==> src/rtl/tsr_pkg.sv <==
// Shared types, constants and helper functions for the three-shear rotation mapper.
// Used by tsr_front, tsr_back, three_shear_rotation_mapper, tsr_checker and tb_top.
// Depends on nothing else.
package tsr_pkg;

    // Field widths.
    localparam int PIX_W      = 8;
    localparam int SRC_W      = 9;
    localparam int DST_W      = 10;
    localparam int ADDR_W     = 20;
    localparam int COEF_W     = 16;
    localparam int CRD0_W     = SRC_W + 1;

    // Configuration port.
    localparam int CFG_IDX_W  = 3;
    localparam int CFG_DATA_W = 16;

    localparam logic [CFG_IDX_W-1:0] REG_SHEAR_A    = 3'd0;
    localparam logic [CFG_IDX_W-1:0] REG_SHEAR_B    = 3'd1;
    localparam logic [CFG_IDX_W-1:0] REG_SRC_WIDTH  = 3'd2;
    localparam logic [CFG_IDX_W-1:0] REG_SRC_HEIGHT = 3'd3;
    localparam logic [CFG_IDX_W-1:0] REG_DST_WIDTH  = 3'd4;
    localparam logic [CFG_IDX_W-1:0] REG_DST_HEIGHT = 3'd5;
    localparam logic [CFG_IDX_W-1:0] REG_MIRROR     = 3'd6;

    // Register reset values.
    localparam logic [SRC_W-1:0] SRC_DIM_RESET = 9'd2;
    localparam logic [DST_W-1:0] DST_DIM_RESET = 10'd4;

    // Source dimension limits.
    localparam logic [SRC_W-1:0] MIN_SRC_DIM = 9'd2;
    localparam int               MAX_SRC_DIM = 511;

    // Default fraction bits of the shear coefficients.
    localparam int FRAC_BITS_DEF = 14;

    // Queue sizes.
    localparam int MID_DEPTH_LOG2 = 2;
    localparam int OUT_DEPTH_LOG2 = 4;
    localparam int OUT_DEPTH      = 1 << OUT_DEPTH_LOG2;

    // Configuration as seen by the datapath (source sizes already clamped).
    typedef struct packed {
        logic signed [COEF_W-1:0] shear_a;
        logic signed [COEF_W-1:0] shear_b;
        logic [SRC_W-1:0]         src_width;
        logic [SRC_W-1:0]         src_height;
        logic [DST_W-1:0]         dst_width;
        logic [DST_W-1:0]         dst_height;
        logic                     mirror_flip;
    } cfg_t;

    // Classified item handed from the front to the back.
    typedef struct packed {
        logic signed [CRD0_W-1:0] x;
        logic signed [CRD0_W-1:0] y;
        logic [PIX_W-1:0]         pixel;
        logic                     last;
    } item_t;

    // Finished result waiting for the consumer.
    typedef struct packed {
        logic [ADDR_W-1:0] write_addr;
        logic [PIX_W-1:0]  pixel;
        logic              addr_valid;
        logic              last;
    } result_t;

    // Clamp a source dimension into the supported range.
    function automatic logic [SRC_W-1:0] clamp_dim(input logic [SRC_W-1:0] d);
        logic [SRC_W-1:0] r;
        r = d;
        if (r < MIN_SRC_DIM)
        begin
            r = MIN_SRC_DIM;
        end
        if ({1'b0, r} > (SRC_W + 1)'(MAX_SRC_DIM))
        begin
            r = SRC_W'(MAX_SRC_DIM);
        end
        return r;
    endfunction

endpackage

==> src/rtl/tsr_fifo.sv <==
// Small first-in first-out queue built from registers.
// Used for the queue between front and back and for the result queue.
// Depends on nothing else.
module tsr_fifo #(
    parameter int WIDTH      = 8,
    parameter int DEPTH_LOG2 = 2
) (
    input  logic                  clk,
    input  logic                  rst_n,
    input  logic                  push,
    input  logic [WIDTH-1:0]      wdata,
    input  logic                  pop,
    output logic [WIDTH-1:0]      rdata,
    output logic                  full,
    output logic                  empty,
    output logic [DEPTH_LOG2:0]   count
);

    localparam int DEPTH = 1 << DEPTH_LOG2;

    logic [WIDTH-1:0]      mem_reg [DEPTH];
    logic [DEPTH_LOG2-1:0] wr_ptr_reg, wr_ptr_next;
    logic [DEPTH_LOG2-1:0] rd_ptr_reg, rd_ptr_next;
    logic [DEPTH_LOG2:0]   count_reg, count_next;
    logic                  do_push, do_pop;

    // Handshake qualification and status.
    assign full    = (count_reg == (DEPTH_LOG2 + 1)'(DEPTH));
    assign empty   = (count_reg == '0);
    assign count   = count_reg;
    assign do_push = push && !full;
    assign do_pop  = pop && !empty;
    assign rdata   = mem_reg[rd_ptr_reg];

    // Pointer and fill count update.
    always_comb
    begin
        wr_ptr_next = do_push ? wr_ptr_reg + 1'b1 : wr_ptr_reg;
        rd_ptr_next = do_pop ? rd_ptr_reg + 1'b1 : rd_ptr_reg;
        count_next  = count_reg + (DEPTH_LOG2 + 1)'(do_push) - (DEPTH_LOG2 + 1)'(do_pop);
    end

    always_ff @(posedge clk or negedge rst_n)
    begin
        if (!rst_n)
        begin
            wr_ptr_reg <= '0;
            rd_ptr_reg <= '0;
            count_reg  <= '0;
        end
        else
        begin
            wr_ptr_reg <= wr_ptr_next;
            rd_ptr_reg <= rd_ptr_next;
            count_reg  <= count_next;
        end
    end

    // Storage needs no reset.
    always_ff @(posedge clk)
    begin
        if (do_push)
        begin
            mem_reg[wr_ptr_reg] <= wdata;
        end
    end

endmodule

==> src/rtl/tsr_front.sv <==
// Front end: accepts source pixels and walks the centered source coordinates.
// Produces one classified item per accepted pixel for the back end.
// Depends on tsr_pkg.
module tsr_front
    import tsr_pkg::*;
(
    input  logic   clk,
    input  logic   rst_n,
    input  logic   accept,
    input  logic [PIX_W-1:0] pixel_in,
    input  cfg_t   cfg,
    output item_t  item
);

    logic [SRC_W-1:0]   col_count_reg, col_count_next;
    logic [SRC_W-1:0]   row_count_reg, row_count_next;
    logic [SRC_W-2:0]   wh, hh;
    logic [SRC_W-1:0]   col_last, row_last;
    logic [SRC_W-1:0]   c, r;
    logic               col_end, row_end;

    // Half sizes and the last position of each counter.
    assign wh       = cfg.src_width[SRC_W-1:1];
    assign hh       = cfg.src_height[SRC_W-1:1];
    assign col_last = {wh, 1'b0} - 1'b1;
    assign row_last = {hh, 1'b0} - 1'b1;

    // A counter left beyond the frame by a size change acts as its last position.
    assign c       = (col_count_reg > col_last) ? col_last : col_count_reg;
    assign r       = (row_count_reg > row_last) ? row_last : row_count_reg;
    assign col_end = (c == col_last);
    assign row_end = (r == row_last);

    // Centered coordinates and frame end flag.
    always_comb
    begin
        item.x     = $signed({1'b0, c}) - $signed({2'b00, wh});
        item.y     = $signed({1'b0, r}) - $signed({2'b00, hh});
        item.pixel = pixel_in;
        item.last  = col_end && row_end;
    end

    // Raster counters.
    always_comb
    begin
        col_count_next = col_count_reg;
        row_count_next = row_count_reg;
        if (accept)
        begin
            if (col_end)
            begin
                col_count_next = '0;
                row_count_next = row_end ? '0 : r + 1'b1;
            end
            else
            begin
                col_count_next = c + 1'b1;
                row_count_next = r;
            end
        end
    end

    always_ff @(posedge clk or negedge rst_n)
    begin
        if (!rst_n)
        begin
            col_count_reg <= '0;
            row_count_reg <= '0;
        end
        else
        begin
            col_count_reg <= col_count_next;
            row_count_reg <= row_count_next;
        end
    end

`ifndef SYNTH
    // The frame end item must restart both counters.
    a_last_wraps: assert property (@(posedge clk) disable iff (!rst_n)
        accept && item.last |=> col_count_reg == '0 && row_count_reg == '0)
        else $error("counters did not wrap after the last pixel");
`endif

endmodule

==> src/rtl/tsr_back.sv <==
// Back end: three-shear rotation pipeline, offsets, mirroring and address forming.
// Issues items from the middle queue only when the result queue has room for them.
// Depends on tsr_pkg.
module tsr_back
    import tsr_pkg::*;
#(
    parameter int FRAC_BITS = FRAC_BITS_DEF
) (
    input  logic                    clk,
    input  logic                    rst_n,
    input  cfg_t                    cfg,
    input  logic                    q_empty,
    input  item_t                   q_item,
    output logic                    q_pop,
    input  logic [OUT_DEPTH_LOG2:0] out_count,
    output logic                    out_push,
    output result_t                 out_data
);

    // Growth in bits of one shear, from the largest coefficient magnitude.
    localparam int G      = (FRAC_BITS < 15) ? (16 - FRAC_BITS) : 1;
    localparam int CW     = CRD0_W - 1 + 3 * G;
    localparam int PRW    = COEF_W + CW;
    localparam int SW     = CW + FRAC_BITS + COEF_W;
    localparam int PW     = CW + 3;
    localparam int STAGES = 9;
    localparam int IF_W   = $clog2(STAGES + 1);
    localparam logic [SW-1:0] RND = (SW'(1) << FRAC_BITS) - SW'(1);

    typedef struct packed {
        logic [PIX_W-1:0] pixel;
        logic             last;
    } meta_t;

    // One shear: base + k*other, truncated toward zero.
    function automatic logic signed [CW-1:0] shear_sum(
        input logic signed [CW-1:0]  base,
        input logic signed [PRW-1:0] p
    );
        logic signed [SW-1:0] s;
        logic signed [SW-1:0] adj;
        s   = (SW'(base) <<< FRAC_BITS) + SW'(p);
        adj = s + (s[SW-1] ? $signed(RND) : $signed(SW'(0)));
        return CW'(adj >>> FRAC_BITS);
    endfunction

    logic [STAGES-1:0] vld_reg, vld_next;
    logic [IF_W-1:0]   inflight_reg, inflight_next;
    meta_t             meta_reg [STAGES];

    logic signed [CRD0_W-1:0] s0_x_reg, s0_y_reg, s1_x_reg, s1_y_reg, s2_y_reg, s3_y_reg;
    logic signed [PRW-1:0]    s1_p_reg, s3_p_reg, s5_p_reg;
    logic signed [CW-1:0]     s2_x_reg, s3_x_reg, s4_x_reg, s4_y_reg, s5_x_reg, s5_y_reg;
    logic signed [CW-1:0]     s6_x_reg, s6_y_reg;
    logic [DST_W-1:0]         s7_col_reg, s7_row_reg, s8_col_reg;
    logic                     s7_valid_reg, s8_valid_reg;
    logic [ADDR_W-1:0]        s8_prod_reg;

    logic                     credit;
    logic signed [DST_W+1:0]  dx, dy, dx_adj, dy_adj, off_x, off_y;
    logic signed [DST_W-1:0]  wh_s, hh_s;
    logic signed [DST_W:0]    dw_s, dh_s;
    logic signed [PW-1:0]     col_s, row_s, col_m, row_m;
    logic                     pos_valid;

    // Issue only when every item in flight is sure of a place in the result queue.
    assign credit   = (int'(out_count) + int'(inflight_reg)) < OUT_DEPTH;
    assign q_pop    = !q_empty && credit;
    assign out_push = vld_reg[STAGES-1];

    // Control: stage valid bits and the in-flight count.
    always_comb
    begin
        vld_next      = {vld_reg[STAGES-2:0], q_pop};
        inflight_next = inflight_reg + IF_W'(q_pop) - IF_W'(out_push);
    end

    always_ff @(posedge clk or negedge rst_n)
    begin
        if (!rst_n)
        begin
            vld_reg      <= '0;
            inflight_reg <= '0;
        end
        else
        begin
            vld_reg      <= vld_next;
            inflight_reg <= inflight_next;
        end
    end

    // Pixel and frame end flag travel alongside the coordinates.
    always_ff @(posedge clk)
    begin
        meta_reg[0] <= '{pixel: q_item.pixel, last: q_item.last};
        for (int i = 1; i < STAGES; i++)
        begin
            meta_reg[i] <= meta_reg[i-1];
        end
    end

    // Destination offsets, truncated toward zero, and centering terms.
    always_comb
    begin
        wh_s   = $signed({2'b00, cfg.src_width[SRC_W-1:1]});
        hh_s   = $signed({2'b00, cfg.src_height[SRC_W-1:1]});
        dw_s   = $signed({1'b0, cfg.dst_width});
        dh_s   = $signed({1'b0, cfg.dst_height});
        dx     = $signed({2'b00, cfg.dst_width}) - $signed({3'b000, cfg.src_width});
        dy     = $signed({2'b00, cfg.dst_height}) - $signed({3'b000, cfg.src_height});
        dx_adj = dx + $signed({{(DST_W+1){1'b0}}, dx[DST_W+1]});
        dy_adj = dy + $signed({{(DST_W+1){1'b0}}, dy[DST_W+1]});
        off_x  = dx_adj >>> 1;
        off_y  = dy_adj >>> 1;
    end

    // Destination column and row, optional point reflection, range check.
    always_comb
    begin
        col_s = PW'(s6_x_reg) + PW'(off_x) + PW'(wh_s);
        row_s = PW'(s6_y_reg) + PW'(off_y) + PW'(hh_s);
        if (cfg.mirror_flip)
        begin
            col_m = PW'(dw_s) - col_s - PW'(1);
            row_m = PW'(dh_s) - row_s - PW'(1);
        end
        else
        begin
            col_m = col_s;
            row_m = row_s;
        end
        pos_valid = (col_m >= 0) && (col_m < PW'(dw_s)) && (row_m >= 0) && (row_m < PW'(dh_s));
    end

    // Datapath stages: multiply, then add and truncate, three times over.
    always_ff @(posedge clk)
    begin
        s0_x_reg     <= q_item.x;
        s0_y_reg     <= q_item.y;
        s1_x_reg     <= s0_x_reg;
        s1_y_reg     <= s0_y_reg;
        s1_p_reg     <= PRW'(cfg.shear_a) * PRW'(s0_y_reg);
        s2_x_reg     <= shear_sum(CW'(s1_x_reg), s1_p_reg);
        s2_y_reg     <= s1_y_reg;
        s3_x_reg     <= s2_x_reg;
        s3_y_reg     <= s2_y_reg;
        s3_p_reg     <= PRW'(cfg.shear_b) * PRW'(s2_x_reg);
        s4_x_reg     <= s3_x_reg;
        s4_y_reg     <= shear_sum(CW'(s3_y_reg), s3_p_reg);
        s5_x_reg     <= s4_x_reg;
        s5_y_reg     <= s4_y_reg;
        s5_p_reg     <= PRW'(cfg.shear_a) * PRW'(s4_y_reg);
        s6_x_reg     <= shear_sum(s5_x_reg, s5_p_reg);
        s6_y_reg     <= s5_y_reg;
        s7_col_reg   <= col_m[DST_W-1:0];
        s7_row_reg   <= row_m[DST_W-1:0];
        s7_valid_reg <= pos_valid;
        s8_prod_reg  <= ADDR_W'(s7_row_reg) * ADDR_W'(cfg.dst_width);
        s8_col_reg   <= s7_col_reg;
        s8_valid_reg <= s7_valid_reg;
    end

    // Result beat.
    always_comb
    begin
        out_data.write_addr = s8_valid_reg ? s8_prod_reg + ADDR_W'(s8_col_reg) : '0;
        out_data.pixel      = meta_reg[STAGES-1].pixel;
        out_data.addr_valid = s8_valid_reg;
        out_data.last       = meta_reg[STAGES-1].last;
    end

`ifndef SYNTH
    // The in-flight count must track the stage valid bits.
    a_inflight: assert property (@(posedge clk) disable iff (!rst_n)
        int'(inflight_reg) == $countones(vld_reg))
        else $error("in-flight count out of step with pipeline");

    // Items in flight plus waiting results never exceed the result queue.
    a_room: assert property (@(posedge clk) disable iff (!rst_n)
        (int'(out_count) + int'(inflight_reg)) <= OUT_DEPTH)
        else $error("result queue overcommitted");

    // A suppressed write carries a zero address.
    a_zero_addr: assert property (@(posedge clk) disable iff (!rst_n)
        out_push && !out_data.addr_valid |-> out_data.write_addr == '0)
        else $error("invalid address not zeroed");

    // An issued item enters the first stage.
    a_issue: assert property (@(posedge clk) disable iff (!rst_n)
        q_pop |=> vld_reg[0])
        else $error("issued item lost");
`endif

endmodule

==> src/rtl/three_shear_rotation_mapper.sv <==
// Top level of the three-shear rotation address mapper.
// Holds the configuration registers and joins front, middle queue, back and result queue.
// Depends on tsr_pkg, tsr_fifo, tsr_front and tsr_back.
//
// Usage:
//   Source pixels enter in memory order through push/full: a beat is taken when
//   push is high and full is low. Results leave through empty/pop: the oldest
//   result sits on write_addr, pixel_out, addr_valid and last_pixel while empty
//   is low, and is taken when pop is high. addr_valid low means the pixel lands
//   outside the destination and must not be written; write_addr is then zero.
//   Configuration registers are written through cfg_valid/cfg_ready with a
//   register index and data; cfg_ready is always high. Write them only while
//   no pixel is in flight.
// Timing:
//   One pixel per cycle sustained while the receiver keeps popping. An accepted
//   pixel passes the middle queue, the shear pipeline, whose three multiply and
//   add pairs lie among its stages, and then the result queue.
// Reset and stalls:
//   Reset empties both queues, clears the source counters and loads the
//   register defaults. When the receiver stops popping, the 16-entry result
//   queue absorbs the pipeline contents, the 4-entry front queue fills and full
//   rises; nothing is dropped.
module three_shear_rotation_mapper
    import tsr_pkg::*;
#(
    parameter int FRAC_BITS = FRAC_BITS_DEF
) (
    input  logic                  clk,
    input  logic                  rst_n,
    input  logic                  push,
    output logic                  full,
    input  logic [PIX_W-1:0]      pixel_in,
    output logic                  empty,
    input  logic                  pop,
    output logic [ADDR_W-1:0]     write_addr,
    output logic [PIX_W-1:0]      pixel_out,
    output logic                  addr_valid,
    output logic                  last_pixel,
    input  logic                  cfg_valid,
    output logic                  cfg_ready,
    input  logic [CFG_IDX_W-1:0]  cfg_index,
    input  logic [CFG_DATA_W-1:0] cfg_data
);

    localparam int ITEM_W   = $bits(item_t);
    localparam int RESULT_W = $bits(result_t);

    logic signed [COEF_W-1:0] shear_a_reg, shear_b_reg;
    logic [SRC_W-1:0]         src_width_reg, src_height_reg;
    logic [DST_W-1:0]         dst_width_reg, dst_height_reg;
    logic                     mirror_flip_reg;

    cfg_t                     cfg;
    item_t                    front_item, q_item;
    result_t                  back_result, out_result;
    logic                     accept, q_full, q_empty, q_pop, out_push;
    logic [MID_DEPTH_LOG2:0]  q_count;
    logic [OUT_DEPTH_LOG2:0]  out_count;
    logic                     out_full;
    logic [ITEM_W-1:0]        q_rdata;
    logic [RESULT_W-1:0]      out_rdata;

    // Configuration registers.
    assign cfg_ready = 1'b1;

    always_ff @(posedge clk or negedge rst_n)
    begin
        if (!rst_n)
        begin
            shear_a_reg     <= '0;
            shear_b_reg     <= '0;
            src_width_reg   <= SRC_DIM_RESET;
            src_height_reg  <= SRC_DIM_RESET;
            dst_width_reg   <= DST_DIM_RESET;
            dst_height_reg  <= DST_DIM_RESET;
            mirror_flip_reg <= 1'b0;
        end
        else if (cfg_valid && cfg_ready)
        begin
            case (cfg_index)
                REG_SHEAR_A:    shear_a_reg     <= $signed(cfg_data);
                REG_SHEAR_B:    shear_b_reg     <= $signed(cfg_data);
                REG_SRC_WIDTH:  src_width_reg   <= cfg_data[SRC_W-1:0];
                REG_SRC_HEIGHT: src_height_reg  <= cfg_data[SRC_W-1:0];
                REG_DST_WIDTH:  dst_width_reg   <= cfg_data[DST_W-1:0];
                REG_DST_HEIGHT: dst_height_reg  <= cfg_data[DST_W-1:0];
                REG_MIRROR:     mirror_flip_reg <= cfg_data[0];
                default:        ;
            endcase
        end
    end

    // Datapath view of the configuration, source sizes clamped.
    always_comb
    begin
        cfg.shear_a     = shear_a_reg;
        cfg.shear_b     = shear_b_reg;
        cfg.src_width   = clamp_dim(src_width_reg);
        cfg.src_height  = clamp_dim(src_height_reg);
        cfg.dst_width   = dst_width_reg;
        cfg.dst_height  = dst_height_reg;
        cfg.mirror_flip = mirror_flip_reg;
    end

    // Input handshake.
    assign full   = q_full;
    assign accept = push && !q_full;

    tsr_front u_front (
        .clk      (clk),
        .rst_n    (rst_n),
        .accept   (accept),
        .pixel_in (pixel_in),
        .cfg      (cfg),
        .item     (front_item)
    );

    // Queue between front and back.
    tsr_fifo #(
        .WIDTH      (ITEM_W),
        .DEPTH_LOG2 (MID_DEPTH_LOG2)
    ) u_mid_q (
        .clk   (clk),
        .rst_n (rst_n),
        .push  (accept),
        .wdata (front_item),
        .pop   (q_pop),
        .rdata (q_rdata),
        .full  (q_full),
        .empty (q_empty),
        .count (q_count)
    );

    assign q_item = item_t'(q_rdata);

    tsr_back #(
        .FRAC_BITS (FRAC_BITS)
    ) u_back (
        .clk       (clk),
        .rst_n     (rst_n),
        .cfg       (cfg),
        .q_empty   (q_empty),
        .q_item    (q_item),
        .q_pop     (q_pop),
        .out_count (out_count),
        .out_push  (out_push),
        .out_data  (back_result)
    );

    // Result queue.
    tsr_fifo #(
        .WIDTH      (RESULT_W),
        .DEPTH_LOG2 (OUT_DEPTH_LOG2)
    ) u_out_q (
        .clk   (clk),
        .rst_n (rst_n),
        .push  (out_push),
        .wdata (back_result),
        .pop   (pop),
        .rdata (out_rdata),
        .full  (out_full),
        .empty (empty),
        .count (out_count)
    );

    // Result ports.
    assign out_result = result_t'(out_rdata);
    assign write_addr = out_result.write_addr;
    assign pixel_out  = out_result.pixel;
    assign addr_valid = out_result.addr_valid;
    assign last_pixel = out_result.last;

`ifndef SYNTH
    // The back end never pushes into a full result queue.
    a_no_overflow: assert property (@(posedge clk) disable iff (!rst_n)
        out_push |-> !out_full)
        else $error("result queue overflow");

    // The middle queue count stays within its depth.
    a_mid_count: assert property (@(posedge clk) disable iff (!rst_n)
        int'(q_count) <= (1 << MID_DEPTH_LOG2))
        else $error("middle queue count out of range");

    // From an idle state, a result is pushed only if the back pipeline held an item.
    a_no_early: assert property (@(posedge clk) disable iff (!rst_n)
        $past(q_count) == '0 && $past(out_count) == '0 && $past(q_pop) == 1'b0
        && $past(out_push) == 1'b0 |-> !out_push || $past(u_back.vld_reg) != '0)
        else $error("result without a source pixel");
`endif

endmodule

==> config.mk <==
export PLATFORM = sky130hd
export DESIGN_NAME = three_shear_rotation_mapper
export DESIGN_NICKNAME = d
export VERILOG_FILES = /design/src/rtl/tsr_pkg.sv /design/src/rtl/tsr_fifo.sv /design/src/rtl/tsr_front.sv /design/src/rtl/tsr_back.sv /design/src/rtl/three_shear_rotation_mapper.sv
export SDC_FILE = /design/constraint.sdc
export NUM_CORES = 2
export LEC_CHECK = 0
export BUFFER_PORTS_ARGS = -buffer_cell sky130_fd_sc_hd__buf_2
export CAP_MARGIN = 20
export CORE_MARGIN = 3
export CORE_UTILIZATION = 59
export DETAILED_ROUTE_END_ITERATION = 12
export PLACE_DENSITY_LB_ADDON = 0.1
export SYNTH_ARGS = -nofsm -noshare
export SYNTH_HDL_FRONTEND = slang
export SYNTH_HIERARCHICAL = 1
export SYNTH_SLANG_ARGS = --single-unit
==> constraint.sdc <==
create_clock -name clk -period 7.25 [get_ports clk]
set_input_delay 0.3625 -clock clk [delete_from_list [all_inputs] [get_ports clk]]
set_output_delay 0.3625 -clock clk [all_outputs]
set_load 0.01 [all_outputs]
Word level (Yosys, flattened, before mapping) --
Memory sizes are Yosys's and may differ from the RTL's. Cells that the tools add are included.
Operators by class: $add $sub $neg 36, multipliers 4, order comparisons 9, eq/ne operators 10, muxes and demuxes 17, reduce and logical (&&, ||, !) cells 24
Operator list (count):
- $add 29x29->29 | 3
- $mux 9 | 7
- $mul 16x15->31 | 2
- $mux 14 | 3
- $add 18x9->18 | 2
- $ge 18x1->1 const B | 2
- $lt 18x11->1 | 2
- $mux 18 | 2
- $sub 11x18->18 | 2
- $sub 18x2->18 const B | 2
- $add 15x11->16 | 2
- $add 24x31->32 | 1
- $add 29x31->32 | 1
- $lt 32x6->1 const B | 1
- $add 24x26->27 | 1
- $mul 16x10->26 | 1
- $add 11x2->12 | 2
- $sub 10x9->11 | 2
- $add 20x10->20 | 1
- $mul 10x10->20 | 1
- $mux 20 | 1
- $sub 9x8->10 | 2
- $add 9x1->9 const B | 2
- $eq 9x9->1 | 2
- other kinds (22) | 53
Storage, ports and cells: register bits 442, bits in writable memories 677, input port bits 32, output and inout port bits 33, logic and storage cells 143, memories 3
Memory list:
- u_out_q.mem_reg | words 16, bits a word 30, read ports 1, clocked after Yosys merged registers in 0, write ports 1, line tsr_fifo.sv:21 | logic [WIDTH-1:0] mem_reg [DEPTH];
- u_mid_q.mem_reg | words 4, bits a word 29, read ports 1, clocked after Yosys merged registers in 0, write ports 1, line tsr_fifo.sv:21
- u_back.meta_reg | words 9, bits a word 9, read ports 9, clocked after Yosys merged registers in 0, write ports 9, line tsr_back.sv:49 | meta_t meta_reg [STAGES];

Depth between registers and ports, before layout --
depth after elaboration 13, depth in mapped cells 37, mapped depth without buffers 37

Cells and area by module --
The synthesis kept the hierarchy.
Modules (own cells, without submodules):
- tsr_back | instances 1, cells each 4549, area an instance 43988.4 µm², seq. area each 8353.0 µm²
- tsr_fifo (u_out_q) | instances 1, cells each 949, area an instance 19347.3 µm², seq. area each 14739.1 µm²
- tsr_fifo (u_mid_q) | instances 1, cells each 193, area an instance 4662.0 µm², seq. area each 3658.5 µm²
- tsr_front | instances 1, cells each 410, area an instance 3067.9 µm², seq. area each 450.4 µm²
- three_shear_rotation_mapper | instances 1, cells each 184, area an instance 2850.2 µm², seq. area each 1781.7 µm²

Worst setup path after synthesis --
No wires, ideal clock.
kind reg-to-reg, start register src_width_reg[7], end register u_back.s7_valid_reg, library setup time 103 ps, data arrival time 7473 ps, data required time 7147 ps, path slack -326 ps, stages on the path, launching flop included 33, path buffers 0, period minus slack after synthesis 7576 ps, cell sequence dfrtp_1 nor4_1 a31oi_1 ha_1 fa_1 nor2b_1 o21ai_0 a21boi_0 o21ai_0 a21boi_0 o21ai_0 a21boi_0 nor3_1 ha_1 xnor2_1 fa_1 inv_1 ha_1 fa_1 a21o_1 a22o_1 o21ai_0 nand2b_1 a21oi_1 xor2_1 ha_1 and3_1 a2111oi_0 nor2b_1 mux2_2 o21a_1 or4_1 a2111oi_2
RTL lines:
- start, declared | line three_shear_rotation_mapper.sv:49 | logic [SRC_W-1:0] src_width_reg, src_height_reg;
- start signal, assigned | line three_shear_rotation_mapper.sv:83 | REG_SRC_WIDTH: src_width_reg <= cfg_data[SRC_W-1:0];
- end signal, assigned | line tsr_back.sv:157 | s7_valid_reg <= pos_valid;
- end, declared | line tsr_back.sv:56 | logic s7_valid_reg, s8_valid_reg;

==> impl_metrics.yaml <==
hold_path:
  holdCritPathClass: "in2reg"
setup_path:
  crit_buf_inv: 3
  slowest_delay_ns: 0.50
  criticalPathCategory: "reg2reg"
  crit_top_cell: "a21o_1"
  cp-startpoint: "src_height_reg[8]"
  rr_worst_depth: 36
  crit_arrival_ns: 7.86
  r2r_end: "u_back/s7_valid_reg"
  path_max_fanout: 3
  cpMaxStageDelayCell: "fa_1"
  path_delay_family: "compound AO/OA/AOI/OAI gates"
  start_kind: "flip-flop"
  required_ns: 7.85
  r2r_setup_slack_ns: -0.009
  critPathCapture: "u_back/s7_valid_reg"
  timing.rr.start: "src_height_reg[8]"
  end_kind: "flip-flop"
  cp.depth: 36
global_routing:
  grt.total_usage_pct: 27.0
  grt_pass1_vias: 49100
  grt_start_max_net_pins: 97
  grt_pass1_wl_mm: 274
  grt.overflow.total: 0
  antenna_found_initial: 0
sta:
  finalSetupViolCount: 1
  tns_ns: -0.00904
  min_period_ns: 7.26
  finalCritPeriodShare_pct: 100
  tightest_slew_ns: 1.14
  rsz0062_at_grt: "true"
  hold_viol: 0
  slew_viol_final: 0
  skew_ns: 0.0802
  timing.fmax_mhz: 138
  finalWorstSetupSlack_ns: -0.00904
  slew_headroom_pct: 24.1
logic_synthesis:
  ys_warn_count: 6
  synth.area.top_cells: "edfxtp_1 24%, fa_1 19%, dfxtp_1 11%, ha_1 9.2%, inv_1 4.1%"
  synth_area_um2: 73900
  yosys.area.top_type: "edfxtp_1"
  synthCells: 6285
  synthArstFlopShare_pct: 10.9
  ys_seq_elements: 1119
  synth_edf_count: 596
  netlist.area_leader.share_pct: 24.2
  synth-main-ff-cell: "edfxtp_1"
  syn_nets: 7560
  synth_cell_type_count: 124
  syn_area_per_cell_um2: 11.8
  yosysSeqAreaShare_pct: 39.2
cells_and_area:
  final-instance-count-excl-fill: 8222
  largest_reg_flops: 480
  drive_above_1_share_pct: 12.8
  nets: 7762
  layout_commonest_cell: "inv_1"
  stdcell_area_um2: 81600
  antenna_cells: 0
  area_growth_pct: 10.4
  layout_common_cells: "812 x inv_1, 698 x fa_1, 596 x edfxtp_1"
run_status:
  outcome: "finished, violations left"
  violations: "negative setup slack"
placement:
  place_area_um2: 76900
  placedCellCount: 7970
  gp_congestion: 0.913
  portBuffers: 63
  hpwlAfterDp_mm: 124
floorplanning:
  die_h_um: 360
  die_x_um: 360
  die-area_um2: 130000
  core_um2: 124000
  ioPinCount: 65
  num_rows: 129
  start_util_pct: 59.6
drt:
  via_per_inst: 5.67
  drc_errors: 0
  drt_iter0_markers: 3114
  vias: 46600
  wl_mm: 170
  dr.pass1.iters: 6
  ant_nets: 0
  post_drt_wl_per_cell_um: 20.6
flow_run:
  drv_cap: 0
clocking:
  cts_buffer_depth: 3
  cts_tree: "built"
  cts_sinks: 1119
  cts_max_level: 3
  clk_latency_ns: 0.77
  cts_buffers: 115
  cts_root_buffer: "clkbuf_16"
  clk_pin_slew_ns: 0.06
==> worst min path at each step <==
stage,startpoint,to,slack [ns],depth (start not counted)
after global routing,cfg_data[4],shear_b_reg[4],0.07,2
after detailed placement,u_back/meta_reg[0][55],u_back/meta_reg[0][64],0.31,0
after floorplan,rst_n,dst_height_reg[0],0.07,0
after global placement,u_back/s1_y_reg[1],u_back/s2_y_reg[1],0.31,0
final,cfg_data[2],shear_b_reg[2],0.11,2
after CTS,cfg_data[2],shear_b_reg[2],0.06,2
==> logic make-up after synthesis <==
logic type                 after synthesis  synth area share (%)
AOI/OAI and AO/OA                      793                  7.53
DFF                                   1119                  39.2
xor gates and xnor gates               317                  3.80
muxes                                  297                  5.68
buffers and inverters                 1044                  5.65
and+or+nand+nor                       1469                  9.93
other                                    1               0.00507
adders and majority gates             1245                  28.2
==> area by class of cell <==
cell class / count / area, um2
Timing Repair Buffer: 316 / 2290
Fill cell: 9446 / 42300
Inverter: 813 / 3050
Tap cell: 1637 / 2050
Sequential cell: 1119 / 29000
Multi-Input combinational cell: 4122 / 41300
Clock inverter: 60 / 721
Clock buffer: 155 / 3240
==> through the flow <==
stage	hold WS, ns	setup WS [ns]	util (%)
after global placement	0.310	-0.491	62.0
after detailed placement	0.312	-0.560	62.1
final	0.110	-0.00904	65.8
after global routing	0.0714	-0.397	65.8
after CTS	0.0615	0.0122	65.7
after floorplan	0.0669	0.0276	-
==> cells in the mapped netlist, drive strengths merged (30+ instances only) <==
cell type and instances:
nor2b 34, nor2 185, mux4 90, clkbuf 153, o21a 32, nor3 63
inv 813, mux2 78, a22oi 33, o21bai 36, nand3 60, nand2b 80
xor2 94, edfxtp 596, a221oi 64, ha 541, fa 702, buf 78
nand2 575, mux2i 129, o21ai 166, nand4 30, xnor2 222, a21oi 190
dfrtp 118, a21o 89, and2 322, dfxtp 401
==> metal layers <==
layer / part of all wire, % / track usage (%) / vias to the layer above
met5: 0 / 0 / -
met4: 3.6 / 9.45 / 0
met3: 5.3 / 3.51 / 271
met2: 49 / 45.6 / 1210
met1: 42 / 36.2 / 23500
li1: - / - / 21600
==> what timing repair did <==
action,in CTS,in global routing
pin swaps,43,35
endpoints found under the hold margin,106,0
hold buffers,15,0
resized for setup,53,38
gates cloned,0,0
setup buffers,16,5
endpoints found under the setup margin,1,2
Power is left out: the tool's default activity adds up to more than one toggle a clock period on the data nets, which glitch-free logic cannot reach.
